$ cat config.mk
export PLATFORM = sky130hd
export DESIGN_NAME = expression_tokenizer
export DESIGN_NICKNAME = d
export VERILOG_FILES = /design/src/rtl/exptok_pkg.sv /design/src/rtl/exptok_word_match.sv /design/src/rtl/exptok_core.sv /design/src/rtl/exptok_fifo.sv /design/src/rtl/expression_tokenizer.sv
export VERILOG_INCLUDE_DIRS = /design/src /design/src/rtl
export SDC_FILE = /design/constraint.sdc
export NUM_CORES = 1
export LEC_CHECK = 0
export BUFFER_PORTS_ARGS = -buffer_cell sky130_fd_sc_hd__clkbuf_2
export CAP_MARGIN = 30
export CORE_MARGIN = 5
export CORE_UTILIZATION = 50
export CTS_CLUSTER_DIAMETER = 100
export CTS_CLUSTER_SIZE = 30
export DETAILED_ROUTE_END_ITERATION = 8
export GPL_TIMING_DRIVEN = 0
export PLACE_DENSITY = 0.66
export SLEW_MARGIN = 30
export SYNTH_ARGS = -nofsm -noshare
export SYNTH_HDL_FRONTEND = slang
export SYNTH_HIERARCHICAL = 1
export SYNTH_SLANG_ARGS = --single-unit
$ cat constraint.sdc
create_clock -name i_clk -period 9.4 [get_ports i_clk]
set_input_delay 0.94 -clock i_clk [delete_from_list [all_inputs] [get_ports i_clk]]
set_output_delay 0.94 -clock i_clk [all_outputs]
set_load 0.01 [all_outputs]
$ cat src/rtl/expression_tokenizer_macros.svh
// Assertion helpers used by the tokenizer RTL.
`ifndef EXPRESSION_TOKENIZER_MACROS_SVH
`define EXPRESSION_TOKENIZER_MACROS_SVH

// Same-cycle implication, checked out of reset.
`define EXPTOK_ASSERT_IMP(lbl, clk, rst_n, ant, con, msg) \
    lbl: assert property (@(posedge clk) disable iff (!rst_n) (ant) |-> (con)) \
        else $error(msg);

// Next-cycle implication, checked out of reset.
`define EXPTOK_ASSERT_NXT(lbl, clk, rst_n, ant, con, msg) \
    lbl: assert property (@(posedge clk) disable iff (!rst_n) (ant) |=> (con)) \
        else $error(msg);

`endif

$ cat src/rtl/exptok_pkg.sv
package exptok_pkg;

    localparam int MANTISSA_BITS_DEF = 60;
    localparam int POSITION_BITS_DEF = 16;
    localparam int KIND_W            = 5;
    localparam int FRAC_W            = 6;
    localparam int FUNC_COUNT        = 11;
    localparam int RESULT_DEPTH      = 4;

    localparam logic [FRAC_W-1:0] FRAC_MAX = 6'd63;

    typedef enum logic [KIND_W-1:0] {
        KIND_END    = 5'd0,
        KIND_PLUS   = 5'd1,
        KIND_UPLUS  = 5'd2,
        KIND_MINUS  = 5'd3,
        KIND_UMINUS = 5'd4,
        KIND_STAR   = 5'd5,
        KIND_DIV    = 5'd6,
        KIND_POW    = 5'd7,
        KIND_X      = 5'd8,
        KIND_LPAREN = 5'd9,
        KIND_RPAREN = 5'd10,
        KIND_NUMBER = 5'd11,
        KIND_FUNC0  = 5'd12,
        KIND_ERROR  = 5'd23
    } t_kind;

    // Characters the lexer reacts to
    localparam logic [7:0] CH_NUL    = 8'h00;
    localparam logic [7:0] CH_TAB    = 8'h09;
    localparam logic [7:0] CH_SPACE  = 8'h20;
    localparam logic [7:0] CH_LPAREN = 8'h28;
    localparam logic [7:0] CH_RPAREN = 8'h29;
    localparam logic [7:0] CH_STAR   = 8'h2A;
    localparam logic [7:0] CH_PLUS   = 8'h2B;
    localparam logic [7:0] CH_MINUS  = 8'h2D;
    localparam logic [7:0] CH_POINT  = 8'h2E;
    localparam logic [7:0] CH_SLASH  = 8'h2F;
    localparam logic [7:0] CH_ZERO   = 8'h30;
    localparam logic [7:0] CH_NINE   = 8'h39;
    localparam logic [7:0] CH_UPPERX = 8'h58;
    localparam logic [7:0] CH_CARET  = 8'h5E;
    localparam logic [7:0] CH_LOWA   = 8'h61;
    localparam logic [7:0] CH_LOWX   = 8'h78;
    localparam logic [7:0] CH_LOWZ   = 8'h7A;

    // Function names, first letter in the low byte, unused bytes zero
    localparam logic [31:0] FUNC_TEXT [FUNC_COUNT] = '{
        32'h006E6973,  // sin
        32'h00736F63,  // cos
        32'h006E6174,  // tan
        32'h686E6973,  // sinh
        32'h68736F63,  // cosh
        32'h686E6174,  // tanh
        32'h00006E6C,  // ln
        32'h00707865,  // exp
        32'h74727173,  // sqrt
        32'h00676F6C,  // log
        32'h00736261   // abs
    };

    localparam logic [2:0] FUNC_LEN [FUNC_COUNT] = '{
        3'd3, 3'd3, 3'd3, 3'd4, 3'd4, 3'd4, 3'd2, 3'd3, 3'd4, 3'd3, 3'd3
    };

endpackage

$ cat src/rtl/exptok_word_match.sv
module exptok_word_match (
    input  logic [31:0]                   i_letters,
    input  logic [2:0]                    i_length,
    input  logic                          i_overlong,
    output logic [exptok_pkg::KIND_W-1:0] o_kind
);

    logic found;

    // Names are distinct, so at most one entry hits
    always_comb begin
        found  = 1'b0;
        o_kind = exptok_pkg::KIND_ERROR;
        for (int i = 0; i < exptok_pkg::FUNC_COUNT; i++) begin
            if (!found && !i_overlong && i_length == exptok_pkg::FUNC_LEN[i]
                    && i_letters == exptok_pkg::FUNC_TEXT[i]) begin
                found  = 1'b1;
                o_kind = exptok_pkg::KIND_FUNC0 + exptok_pkg::KIND_W'(i);
            end
        end
    end

endmodule

$ cat src/rtl/exptok_core.sv
module exptok_core #(
    parameter int MANTISSA_BITS = exptok_pkg::MANTISSA_BITS_DEF,
    parameter int POSITION_BITS = exptok_pkg::POSITION_BITS_DEF,
    parameter int DATA_W        = exptok_pkg::KIND_W + MANTISSA_BITS
                                  + exptok_pkg::FRAC_W + POSITION_BITS + 2
) (
    input  logic              i_clk,
    input  logic              i_rst_n,
    input  logic              i_fire,
    input  logic [7:0]        i_char,
    output logic [1:0]        o_push_n,
    output logic [DATA_W-1:0] o_data0,
    output logic [DATA_W-1:0] o_data1
);

    typedef enum logic [1:0] {
        MODE_IDLE = 2'd0,
        MODE_NUM  = 2'd1,
        MODE_WORD = 2'd2
    } t_mode;

    localparam int FW = exptok_pkg::FRAC_W;
    localparam int KW = exptok_pkg::KIND_W;
    localparam logic [MANTISSA_BITS-1:0] MANT_MAX = '1;

    // control state
    t_mode                    r_mode;
    logic [7:0]               r_prev;
    logic [POSITION_BITS-1:0] r_pos;

    // pending number and word
    logic                     r_point,  n_point;
    logic [MANTISSA_BITS-1:0] r_mant,   n_mant;
    logic [FW-1:0]            r_frac,   n_frac;
    logic                     r_sat,    n_sat;
    logic [31:0]              r_letters, n_letters;
    logic [2:0]               r_wlen,   n_wlen;
    logic                     r_long,   n_long;
    t_mode                    n_mode;

    logic is_digit, is_point, is_lower, is_blank;
    logic num_cont, word_cont, second_point, handled, pending;
    logic start_num, start_word, start_num_all, start_word_all;
    logic own_valid, emit_own, prev_unary_p, prev_unary_m;
    logic [KW-1:0]            own_kind, word_kind, flush_kind;
    logic [POSITION_BITS-1:0] own_pos, flush_pos;
    logic                     base_point, base_sat;
    logic [MANTISSA_BITS-1:0] base_mant;
    logic [FW-1:0]            base_frac;
    logic [MANTISSA_BITS+3:0] mant_x10;

    assign is_digit = i_char >= exptok_pkg::CH_ZERO && i_char <= exptok_pkg::CH_NINE;
    assign is_point = i_char == exptok_pkg::CH_POINT;
    assign is_lower = i_char >= exptok_pkg::CH_LOWA && i_char <= exptok_pkg::CH_LOWZ;
    assign is_blank = i_char == exptok_pkg::CH_SPACE || i_char == exptok_pkg::CH_TAB;

    assign num_cont     = r_mode == MODE_NUM && (is_digit || is_point);
    assign word_cont    = r_mode == MODE_WORD && is_lower;
    assign second_point = num_cont && is_point && r_point;
    assign handled      = num_cont || word_cont;
    assign pending      = (!handled || second_point)
                          && (r_mode == MODE_NUM || r_mode == MODE_WORD);

    assign prev_unary_p = r_prev == exptok_pkg::CH_LPAREN || r_prev == exptok_pkg::CH_MINUS
                          || r_prev == exptok_pkg::CH_STAR || r_prev == exptok_pkg::CH_SLASH;
    assign prev_unary_m = r_prev == exptok_pkg::CH_LPAREN || r_prev == exptok_pkg::CH_PLUS
                          || r_prev == exptok_pkg::CH_STAR || r_prev == exptok_pkg::CH_SLASH;

    // token from the character itself, when it is not absorbed
    always_comb begin
        own_valid  = 1'b1;
        own_kind   = exptok_pkg::KIND_END;
        own_pos    = '0;
        start_num  = 1'b0;
        start_word = 1'b0;
        priority if (i_char == exptok_pkg::CH_NUL) begin
            own_kind = exptok_pkg::KIND_END;
        end else if (is_blank) begin
            own_valid = 1'b0;
        end else if (i_char == exptok_pkg::CH_PLUS) begin
            own_kind = prev_unary_p ? exptok_pkg::KIND_UPLUS : exptok_pkg::KIND_PLUS;
        end else if (i_char == exptok_pkg::CH_MINUS) begin
            own_kind = prev_unary_m ? exptok_pkg::KIND_UMINUS : exptok_pkg::KIND_MINUS;
        end else if (i_char == exptok_pkg::CH_STAR) begin
            own_kind = exptok_pkg::KIND_STAR;
        end else if (i_char == exptok_pkg::CH_SLASH) begin
            own_kind = exptok_pkg::KIND_DIV;
        end else if (i_char == exptok_pkg::CH_CARET) begin
            own_kind = exptok_pkg::KIND_POW;
        end else if (i_char == exptok_pkg::CH_LOWX || i_char == exptok_pkg::CH_UPPERX) begin
            own_kind = exptok_pkg::KIND_X;
        end else if (i_char == exptok_pkg::CH_LPAREN) begin
            own_kind = exptok_pkg::KIND_LPAREN;
        end else if (i_char == exptok_pkg::CH_RPAREN) begin
            own_kind = exptok_pkg::KIND_RPAREN;
        end else if (is_digit || is_point) begin
            own_valid = 1'b0;
            start_num = 1'b1;
        end else if (is_lower) begin
            own_valid  = 1'b0;
            start_word = 1'b1;
        end else begin
            own_kind = exptok_pkg::KIND_ERROR;
            own_pos  = r_pos;
        end
    end

    assign emit_own       = !handled && own_valid;
    assign start_num_all  = (!handled && start_num) || second_point;
    assign start_word_all = !handled && start_word;

    exptok_word_match u_match (
        .i_letters  (r_letters),
        .i_length   (r_wlen),
        .i_overlong (r_long),
        .o_kind     (word_kind)
    );

    assign flush_kind = (r_mode == MODE_NUM) ? exptok_pkg::KIND_NUMBER : word_kind;
    assign flush_pos  = (r_mode == MODE_WORD && word_kind == exptok_pkg::KIND_ERROR)
                        ? r_pos : '0;

    always_comb begin
        o_push_n = '0;
        if (i_fire) begin
            o_push_n = {1'b0, pending} + {1'b0, emit_own};
        end
        if (pending) begin
            if (r_mode == MODE_NUM) begin
                o_data0 = {flush_kind, r_mant, r_frac, r_sat, flush_pos, !emit_own};
            end else begin
                o_data0 = {flush_kind, MANTISSA_BITS'(0), FW'(0), 1'b0, flush_pos, !emit_own};
            end
        end else begin
            o_data0 = {own_kind, MANTISSA_BITS'(0), FW'(0), 1'b0, own_pos, 1'b1};
        end
        o_data1 = {own_kind, MANTISSA_BITS'(0), FW'(0), 1'b0, own_pos, 1'b1};
    end

    // number accumulate: start from zero or the pending value
    assign base_point = start_num_all ? 1'b0 : r_point;
    assign base_mant  = start_num_all ? '0 : r_mant;
    assign base_frac  = start_num_all ? '0 : r_frac;
    assign base_sat   = start_num_all ? 1'b0 : r_sat;
    assign mant_x10   = {1'b0, base_mant, 3'b000} + {3'b000, base_mant, 1'b0}
                        + (MANTISSA_BITS+4)'(i_char[3:0]);

    always_comb begin
        n_point = base_point;
        n_mant  = base_mant;
        n_frac  = base_frac;
        n_sat   = base_sat;
        if (is_point) begin
            n_point = 1'b1;
        end else begin
            if (base_point) begin
                if (base_frac < exptok_pkg::FRAC_MAX) begin
                    n_frac = base_frac + FW'(1);
                end else begin
                    n_sat = 1'b1;
                end
            end
            if (mant_x10[MANTISSA_BITS+3:MANTISSA_BITS] != 4'd0) begin
                n_mant = MANT_MAX;
                n_sat  = 1'b1;
            end else begin
                n_mant = mant_x10[MANTISSA_BITS-1:0];
            end
        end
    end

    // word letters, low byte first
    always_comb begin
        n_letters = r_letters;
        n_wlen    = r_wlen;
        n_long    = r_long;
        if (start_word_all) begin
            n_letters = {24'd0, i_char};
            n_wlen    = 3'd1;
            n_long    = 1'b0;
        end else if (r_wlen[2]) begin
            n_long = 1'b1;
        end else begin
            for (int b = 0; b < 4; b++) begin
                if (r_wlen[1:0] == 2'(b)) begin
                    n_letters[8*b +: 8] = i_char;
                end
            end
            n_wlen = r_wlen + 3'd1;
        end
    end

    always_comb begin
        if (start_num_all) begin
            n_mode = MODE_NUM;
        end else if (start_word_all) begin
            n_mode = MODE_WORD;
        end else if (handled) begin
            n_mode = r_mode;
        end else begin
            n_mode = MODE_IDLE;
        end
    end

    always_ff @(posedge i_clk) begin
        if (!i_rst_n) begin
            r_mode <= MODE_IDLE;
            r_prev <= exptok_pkg::CH_LPAREN;
            r_pos  <= '0;
        end else if (i_fire) begin
            if (i_char == exptok_pkg::CH_NUL) begin
                r_mode <= MODE_IDLE;
                r_prev <= exptok_pkg::CH_LPAREN;
                r_pos  <= '0;
            end else begin
                r_mode <= n_mode;
                r_pos  <= r_pos + POSITION_BITS'(1);
                if (second_point) begin
                    r_prev <= exptok_pkg::CH_POINT;
                end else if (!handled && !is_blank) begin
                    r_prev <= i_char;
                end
            end
        end
    end

    always_ff @(posedge i_clk) begin
        if (i_fire && (num_cont || start_num_all)) begin
            r_point <= n_point;
            r_mant  <= n_mant;
            r_frac  <= n_frac;
            r_sat   <= n_sat;
        end
        if (i_fire && (word_cont || start_word_all)) begin
            r_letters <= n_letters;
            r_wlen    <= n_wlen;
            r_long    <= n_long;
        end
    end

endmodule

$ cat src/rtl/exptok_fifo.sv
`include "expression_tokenizer_macros.svh"

module exptok_fifo #(
    parameter int DATA_W = 8
) (
    input  logic              i_clk,
    input  logic              i_rst_n,
    input  logic [1:0]        i_push_n,
    input  logic [DATA_W-1:0] i_data0,
    input  logic [DATA_W-1:0] i_data1,
    input  logic              i_pop,
    output logic              o_room2,
    output logic              o_valid,
    output logic [DATA_W-1:0] o_data
);

    localparam int DEPTH = exptok_pkg::RESULT_DEPTH;
    localparam int PTR_W = $clog2(DEPTH);
    localparam int CNT_W = $clog2(DEPTH + 1);

    logic [DATA_W-1:0] r_mem [DEPTH];
    logic [PTR_W-1:0]  r_wr, r_rd, wr_next;
    logic [CNT_W-1:0]  r_count;

    assign wr_next = r_wr + PTR_W'(1);
    assign o_room2 = r_count <= CNT_W'(DEPTH - 2);
    assign o_valid = r_count != '0;
    assign o_data  = r_mem[r_rd];

    always_ff @(posedge i_clk) begin
        for (int i = 0; i < DEPTH; i++) begin
            if (i_push_n != 2'd0 && r_wr == PTR_W'(i)) begin
                r_mem[i] <= i_data0;
            end else if (i_push_n == 2'd2 && wr_next == PTR_W'(i)) begin
                r_mem[i] <= i_data1;
            end
        end
    end

    always_ff @(posedge i_clk) begin
        if (!i_rst_n) begin
            r_wr    <= '0;
            r_rd    <= '0;
            r_count <= '0;
        end else begin
            r_wr    <= r_wr + PTR_W'(i_push_n);
            r_rd    <= r_rd + PTR_W'(i_pop);
            r_count <= r_count + CNT_W'(i_push_n) - CNT_W'(i_pop);
        end
    end

    `EXPTOK_ASSERT_IMP(a_count_max, i_clk, i_rst_n, 1'b1, r_count <= CNT_W'(DEPTH), "result queue over depth")
    `EXPTOK_ASSERT_IMP(a_push_room, i_clk, i_rst_n, i_push_n != 2'd0, o_room2, "push without room for two")
    `EXPTOK_ASSERT_NXT(a_push_two, i_clk, i_rst_n, i_push_n == 2'd2 && !i_pop, r_count == $past(r_count) + CNT_W'(2), "double push lost an entry")

endmodule

$ cat src/rtl/expression_tokenizer.sv
// Channel   Valid     Ready     Payload
// input     i_valid   o_ready   i_char_code
// output    o_valid   i_ready   o_token_kind, o_number_mantissa, o_fraction_digits,
//                               o_number_saturated, o_error_position, o_last_in_run
//
// One character a cycle while o_ready is high: input register, combinational
// lexing logic, then a four-entry result queue. A character that closes a
// pending number or word and is a token itself gives two results, so the
// result side, at one a cycle while i_ready is high, paces such characters.
// Reset (i_rst_n low, synchronous) empties the queue and idles the lexer.
// o_ready drops only while the queue has room for fewer than two results.
module expression_tokenizer #(
    parameter int MANTISSA_BITS = exptok_pkg::MANTISSA_BITS_DEF,
    parameter int POSITION_BITS = exptok_pkg::POSITION_BITS_DEF
) (
    input  logic                           i_clk,
    input  logic                           i_rst_n,
    input  logic                           i_valid,
    output logic                           o_ready,
    input  logic [7:0]                     i_char_code,
    output logic                           o_valid,
    input  logic                           i_ready,
    output logic [exptok_pkg::KIND_W-1:0]  o_token_kind,
    output logic [MANTISSA_BITS-1:0]       o_number_mantissa,
    output logic [exptok_pkg::FRAC_W-1:0]  o_fraction_digits,
    output logic                           o_number_saturated,
    output logic [POSITION_BITS-1:0]       o_error_position,
    output logic                           o_last_in_run
);

    localparam int DATA_W = exptok_pkg::KIND_W + MANTISSA_BITS
                            + exptok_pkg::FRAC_W + POSITION_BITS + 2;

    logic              r_in_valid;
    logic [7:0]        r_char;
    logic              core_fire, room2;
    logic [1:0]        push_n;
    logic [DATA_W-1:0] data0, data1, q_data;

    assign core_fire = r_in_valid && room2;
    assign o_ready   = !r_in_valid || core_fire;

    always_ff @(posedge i_clk) begin
        if (!i_rst_n) begin
            r_in_valid <= 1'b0;
        end else if (o_ready) begin
            r_in_valid <= i_valid;
        end
    end

    always_ff @(posedge i_clk) begin
        if (i_valid && o_ready) begin
            r_char <= i_char_code;
        end
    end

    exptok_core #(
        .MANTISSA_BITS (MANTISSA_BITS),
        .POSITION_BITS (POSITION_BITS),
        .DATA_W        (DATA_W)
    ) u_core (
        .i_clk    (i_clk),
        .i_rst_n  (i_rst_n),
        .i_fire   (core_fire),
        .i_char   (r_char),
        .o_push_n (push_n),
        .o_data0  (data0),
        .o_data1  (data1)
    );

    exptok_fifo #(
        .DATA_W (DATA_W)
    ) u_fifo (
        .i_clk    (i_clk),
        .i_rst_n  (i_rst_n),
        .i_push_n (push_n),
        .i_data0  (data0),
        .i_data1  (data1),
        .i_pop    (o_valid && i_ready),
        .o_room2  (room2),
        .o_valid  (o_valid),
        .o_data   (q_data)
    );

    assign {o_token_kind, o_number_mantissa, o_fraction_digits, o_number_saturated,
            o_error_position, o_last_in_run} = q_data;

endmodule

## Yosys cells after proc, flatten, opt, wreduce, memory -nomap -nowiden

Memories as Yosys holds them, arrays and structs flattened. A register that Yosys moved wholly into a read port is not among the register bits.
Index checks and enable logic that the tools add are counted.
W data, S select, Z words.

| word-level totals | value |
|---|---|
| bits in registers | 146 |
| memory bits (writable) | 356 |
| input port bits | 12 |
| output and inout port bits | 91 |
| logic and storage cells | 345 |
| memories | 1 |

Memories:

| memory | depth | bits a word | read ports | clocked after Yosys merged registers in | wr ports | RTL line | text |
|---|---|---|---|---|---|---|---|
| u_fifo.r_mem | 4 | 89 | 1 | 1 | 2 | exptok_fifo.sv:21 | `logic [DATA_W-1:0] r_mem [DEPTH];` |

| operators by class | value |
|---|---|
| add/sub/neg operators | 11 |
| order comparisons | 6 |
| equal/unequal tests | 46 |
| multiplexer cells | 147 |
| bitwise gates (word level) | 4 |
| reductions and logical operators | 111 |

Operators with widths:

| kind | count |
|---|---|
| $mux W89 | 7 |
| $mux W16 | 14 |
| $eq A32 B23 Y1 const B | 6 |
| $mux W60 | 3 |
| $reduce_or A89 Y1 | 2 |
| $eq A32 B31 Y1 const B | 4 |
| $mux W5 | 24 |
| $eq A8 B6 Y1 const B | 13 |
| $mux W84 | 1 |
| $mux W1 | 74 |
| $add A63 B61 Y64 | 1 |
| $add A64 B4 Y64 | 1 |
| $mux W8 | 8 |
| $logic_and A1 B1 Y1 | 57 |
| $eq A32 B15 Y1 const B | 1 |
| $mux W32 | 1 |
| $eq A8 B7 Y1 const B | 3 |
| $mux W6 | 4 |
| $mux W2 | 9 |
| $add A16 B1 Y16 const B | 1 |
| $eq A2 B2 Y1 const B | 8 |
| $logic_or A1 B1 Y1 | 16 |
| $logic_not A1 Y1 | 15 |
| $reduce_and A3 Y1 | 4 |
| other kinds (29) | 48 |

## Depth between registers and ports, before layout

| depth | value |
|---|---|
| word-level depth | 61 |
| depth in mapped cells | 22 |
| gate-level depth less buffers | 19 |

## By module

The synthesis kept the hierarchy.

By module, submodules not included:

| module | times used | cells each | area each (um^2) | seq. area each (um^2) |
|---|---|---|---|---|
| exptok_fifo | 1 | 907 | 17489.3 | 10830.4 |
| exptok_core | 1 | 1394 | 12015.3 | 3643.5 |
| exptok_word_match | 1 | 72 | 498.0 | 0.0 |
| expression_tokenizer | 1 | 15 | 311.5 | 260.2 |

## Worst setup path after synthesis

No wires, ideal clock.

| path | value |
|---|---|
| kind | reg-to-reg |
| start point | register r_char[5] |
| end point | memory u_fifo/r_mem[2][0] in the netlist's numbering, enable pin |
| library setup time | 0.566 ns |
| data arrival time | 7.836 ns |
| required time | 8.834 ns |
| setup slack | 0.997 ns |
| stages on the path, launching flop included | 15 |
| buffers on the path | 4 |
| clock period less this slack | 8.403 ns |
| path through | edfxtp_1 -> clkbuf_1 -> nor3b_1 -> and2_1 -> nand2_1 -> nor2_2 -> nand3_1 -> a21oi_1 -> clkbuf_1 -> clkbuf_1 -> ha_1 -> and2_1 -> buf_2 -> or3b_2 -> a21oi_1 |

RTL lines:

| item | RTL line | text |
|---|---|---|
| start, declared | expression_tokenizer.sv:35 | `logic [7:0] r_char;` |
| start signal, assigned | expression_tokenizer.sv:53 | `r_char <= i_char_code;` |
| end, declared | exptok_fifo.sv:21 |  |

## Final worst setup path

| path | value |
|---|---|
| start point | register r_char[1] |
| end point | register u_core.r_mant[57] (data pin) |

| between the ends | value |
|---|---|
| word-level cells in the longest chain between the ends | 22 |
| elaborated cells between the ends (all ways) | 47 |
| classes of those cells | add/sub: 2; order compare: 4; eq/ne: 12; mux: 14; reduce/logical: 15 |

RTL lines:

| item | RTL line | text |
|---|---|---|
| $ge A8 B6 Y1 or $le A8 B6 Y1 (tied branches) | exptok_core.sv:52 | `assign is_digit = i_char >= exptok_pkg::CH_ZERO && i_char <= exptok_pkg::CH_NINE;` |
| $logic_and A1 B1 Y1 | exptok_core.sv:52 |  |
| $logic_or A1 B1 Y1 | exptok_core.sv:57, exptok_core.sv:96 |  |
| $mux W1 | exptok_core.sv:96 | `end else if (is_digit \|\| is_point) begin` |
| $mux W1 | exptok_core.sv:94 | `end else if (i_char == exptok_pkg::CH_RPAREN) begin` |
| $mux W1 | exptok_core.sv:92 | `end else if (i_char == exptok_pkg::CH_LPAREN) begin` |
| $mux W1 | exptok_core.sv:90 | `end else if (i_char == exptok_pkg::CH_LOWX \|\| i_char == exptok_pkg::CH_UPPERX) begin` |
| $mux W1 | exptok_core.sv:88 | `end else if (i_char == exptok_pkg::CH_CARET) begin` |
| [... 7 more ...] | -- |  |
| $logic_or A1 B1 Y1 | exptok_core.sv:109 | `assign start_num_all = (!handled && start_num) \|\| second_point;` |
| $mux W60 | exptok_core.sv:142 | `assign base_mant = start_num_all ? '0 : r_mant;` |
| $add A63 B61 Y64 | exptok_core.sv:145 | `assign mant_x10 = {1'b0, base_mant, 3'b000} + {3'b000, base_mant, 1'b0}` |
| $add A64 B4 Y64 | exptok_core.sv:146 | `+ (MANTISSA_BITS+4)'(i_char[3:0]);` |
| $reduce_bool A4 Y1 | exptok_core.sv:163 | `if (mant_x10[MANTISSA_BITS+3:MANTISSA_BITS] != 4'd0) begin` |
| $mux W60 | exptok_core.sv:163 |  |
| $mux W60 (*) | exptok_core.sv:153 | `if (is_point) begin` |
| named net u_core.n_mant[57] | exptok_core.sv:33 | `logic [MANTISSA_BITS-1:0] r_mant, n_mant;` |
| end signal, assigned | exptok_core.sv:230 | `r_mant <= n_mant;` |
| end, declared | exptok_core.sv:33 |  |

Mark *: on every way through the listed nets, which the timed path passes. The rest lies on a longest branch.
A chain may end at the register's enable or synchronous reset.

==> impl_results.md <==
- Hold Crit Endpoint: u_core/r_letters[7]
- Vias in the first global route: 20400
- Crit path launch type: register
- Syn avg cell area: 12.7 sq um
- Clk_skew: ~0.062 ns
- Maximum vdd drop: 0.000106 V
- Max-Slew Margin vs Limit: 0.328
- Maxcap violations: 0
- Max clock buf depth: 3
- Insertion delay to the later sink of the worst-skew pair: 0.59 ns
- Post-CTS sizing: 0
- Crit Path Category: register to register
- Net Sw Power: approximately 1700 uW
- Final setup viols: 0
- Final core utilization: 0.555
- Final Hold Fails: 0
- Number of synthesized flops with an enable pin: about 470
- Hold Buf Count CTS: 0
- Final instance area: approximately 33000 sq um
- Via count: 20000
- Clock Power Share: 0.224
- Gate Count Post-Synth: 2388
- Initial Utilization: 0.503
- Area Growth Syn to Fin: 10.3%
- Total Wirelength: 75.3 mm
- FF-to-FF End: u_core/r_mant[57]
- Sequential share of power: 0.486
- Combinational power share: 0.290
- Yosys cell types: 93
- Cell Int Power: between 3000 and 4000 uW
- Leakage: 0.0126 uW
- Reg-to-Reg Start: r_char[1]
- Post-DRT Antenna Nets: 0
- Yosys top cell area share: 0.464
- Tightest Pin Transition: a little over 1 ns
- Fin crit period: 7.27 ns
- Top-count cell post-synth: edfxtp_1
- Placer congestion estimate: 0.911
- Final HPWL DP: 55.4 mm
- Primary FF master, synth: edfxtp_1
- HP Class: register to register
- CTS sink count: 502
- PwrDens: 162 nW/um^2
- Slew Limit Fails: 0
- Crit path required time: 9.69 ns
- Net Sw Frac: 0.305
- Gr ovfl total: 0
- Final critical-path share of the clock period: 0.773
- Max Freq: roughly 0.14 GHz
- CP Max Fanout: 10
- Drt via density: 5.87
- Final net count: 2753
- Largest net degree at the start of global routing: 36
- Yosys top cell by area: edfxtp_1
- Hold Slack: 0.467 ns
- Routed wire per std cell: around 22 um
- R2r setup slk: 2.13 ns
- CP Capture Type: register
- # DRC: 0
- Cell count after placement: approximately 3400
- Post-synthesis sequential area ratio: 0.486
- FILL cells: about 5000
- H-tree depth: 1
- HP Start: r_char[7]
- Worst hold stages: 0
- Setup bufs post-CTS: 0
- R2R cell count: 19
- Synth warnings: 6
- I/O pins: 103
- Synthesized area: 30300 sq um
- Worst-path clk slew: 0.11 ns
- Asr flop ratio synth: 0
- Layout cell share with drive strength beyond 1: 0.305
- Gr usage total: 0.223
- Final Power: 5430 uW
- Die ar.: 65700 sq um
- Total CTS buffers: 23
- Top post-synthesis cells by area: edfxtp_1 46%, mux2_2 13%, mux4_2 6.6%
- Most frequent cells after synthesis: 468 x edfxtp_1, 346 x mux2_2, 155 x nor2_1
- Synth Register Bits: 502
- Detailed Routing Iterations Pass 1: 7
- CTS tree: yes
- Finished Layout Cells: 3403
- Data arrival, critical path: 7.56 ns
- Clk root buf: clkbuf_16
- Placement Cell Area: 32700 sq um
- Port bufs: 102
- Num rows: 90
- Die width: 256 um
- Die extent in y: 256 um
- Initial antenna violation count: 0
- Outcome: completed
- Global-route wire length before repair: ~120 mm
- Core area: 60200 sq um
- Iteration-0 DRC Markers: 1711
- RSZ-0062 raised after global routing: false
## logic make-up (layout without fill, tap and decap cells)
family | Yosys count | count (layout) | synth area share
buffers and inverters | 259 | 425 | 0.0453
AO/OA/AOI/OAI | 350 | 350 | 0.0795
AND/OR/NAND/NOR | 612 | 612 | 0.109
XOR/XNOR | 76 | 76 | 0.0229
multiplexers | 452 | 452 | 0.201
flip-flops | 502 | 502 | 0.486
adder cells (fa/ha/maj) | 135 | 135 | 0.0562
other | 2 | 69 | 0.000248
## cells in the final DEF, fill, tap and decap left out, types with 35 or more instances in the layout
cell and instances:
a21oi_1 105, a31oi_2 35, and2_1 95, and3_1 75
buf_2 55, buf_4 74, clkbuf_1 86, clkbuf_2 103
conb_1 68, edfxtp_1 468, ha_1 133, inv_1 41
mux2_2 346, mux4_2 89, nand2_1 96, nor2_1 154
o21ai_0 64, xnor2_1 39, xor2_1 35
## critical path, cell delays in order, from the launching register on
cell and delay (ns):
edfxtp_1 0.44, clkbuf_1 0.43, o21ai_0 0.14, a32oi_1 0.35, o32a_1 0.52, clkbuf_1 0.44
clkbuf_1 0.56, and2_1 0.30, ha_1 0.26, ha_1 0.37, nand2_1 0.09, o311a_1 0.38
o21a_1 0.24, o31ai_2 0.42, a21oi_1 0.18, o41ai_2 0.50, a41oi_1 0.21, xnor2_1 0.23
nor4b_4 0.67, o21ai_0 0.24
## worst max-delay path by stage
stage	startpoint	to	slack, ns	cells after the start
after floorplan	r_char[5]	u_fifo/r_mem[2][0]	1.0	14
after global placement	r_char[2]	u_fifo/r_mem[2][39]	-4.83	14
after detailed placement	r_char[1]	u_core/r_mant[57]	2.27	19
after CTS	r_char[1]	u_core/r_mant[57]	2.23	19
after global routing	r_char[1]	u_core/r_mant[57]	1.77	19
final	r_char[1]	u_core/r_mant[57]	2.13	19
## power groups by stage
stage / sequential, uW / clock (uW) / combinational (uW)
after floorplan: 2700 / 0 / 1020
after CTS: 2640 / 1250 / 1590
after detailed placement: 2690 / 0 / 1590
after global placement: 2730 / 0 / 1510
after global routing: 2650 / 1330 / 1700
final: 2640 / 1220 / 1580
## state kept, by name, indices dropped and copies added, names as in the netlist, 2 cells and up
name / flops
u_core/r_pos: 16
u_core/r_mode: 2
r_char: 8
u_core/r_letters: 32
u_fifo/r_rd: 2
u_fifo/r_wr: 2
u_core/r_wlen: 3
u_fifo/r_count: 3
u_fifo/r_mem: 356
u_core/r_prev: 8
u_core/r_frac: 6
u_core/r_mant: 60
## metrics by stage
| stage | setup TNS [ns] | worst slack (ns) |
|---|---|---|
| 2_1_floorplan | 0 | 0.997 |
| 3_3_place_gp | -1421.13 | -4.83 |
| 3_5_place_dp | 0 | 2.27 |
| 4_1_cts | 0 | 2.23 |
| 5_1_grt | 0 | 1.77 |
| 6_report | 0 | 2.13 |
## routing by layer
layer / vias up / share of wire / global-route usage
met5: - / 0 / 0
met4: 0 / 0.015 / 0.0372
met1: 10000 / 0.46 / 0.323
met2: 471 / 0.47 / 0.370
met3: 69 / 0.053 / 0.0302
li1: 9403 / - / -
## cell type report
cell class | count | area (sq um) | share of cell area
multi-input combinational | 1693 | 14500 | 0.434
buffer | 217 | 1210 | 0.0363
clock inverter | 9 | 114 | 0.00341
tap | 782 | 978 | 0.0293
antenna | 1 | 2.50 | 0.0000749
clock buffer | 30 | 602 | 0.0180
inverter | 42 | 158 | 0.00472
timing repair buffer | 127 | 1120 | 0.0334
sequential | 502 | 14700 | 0.441
Power figures use the tool's default switching activity.
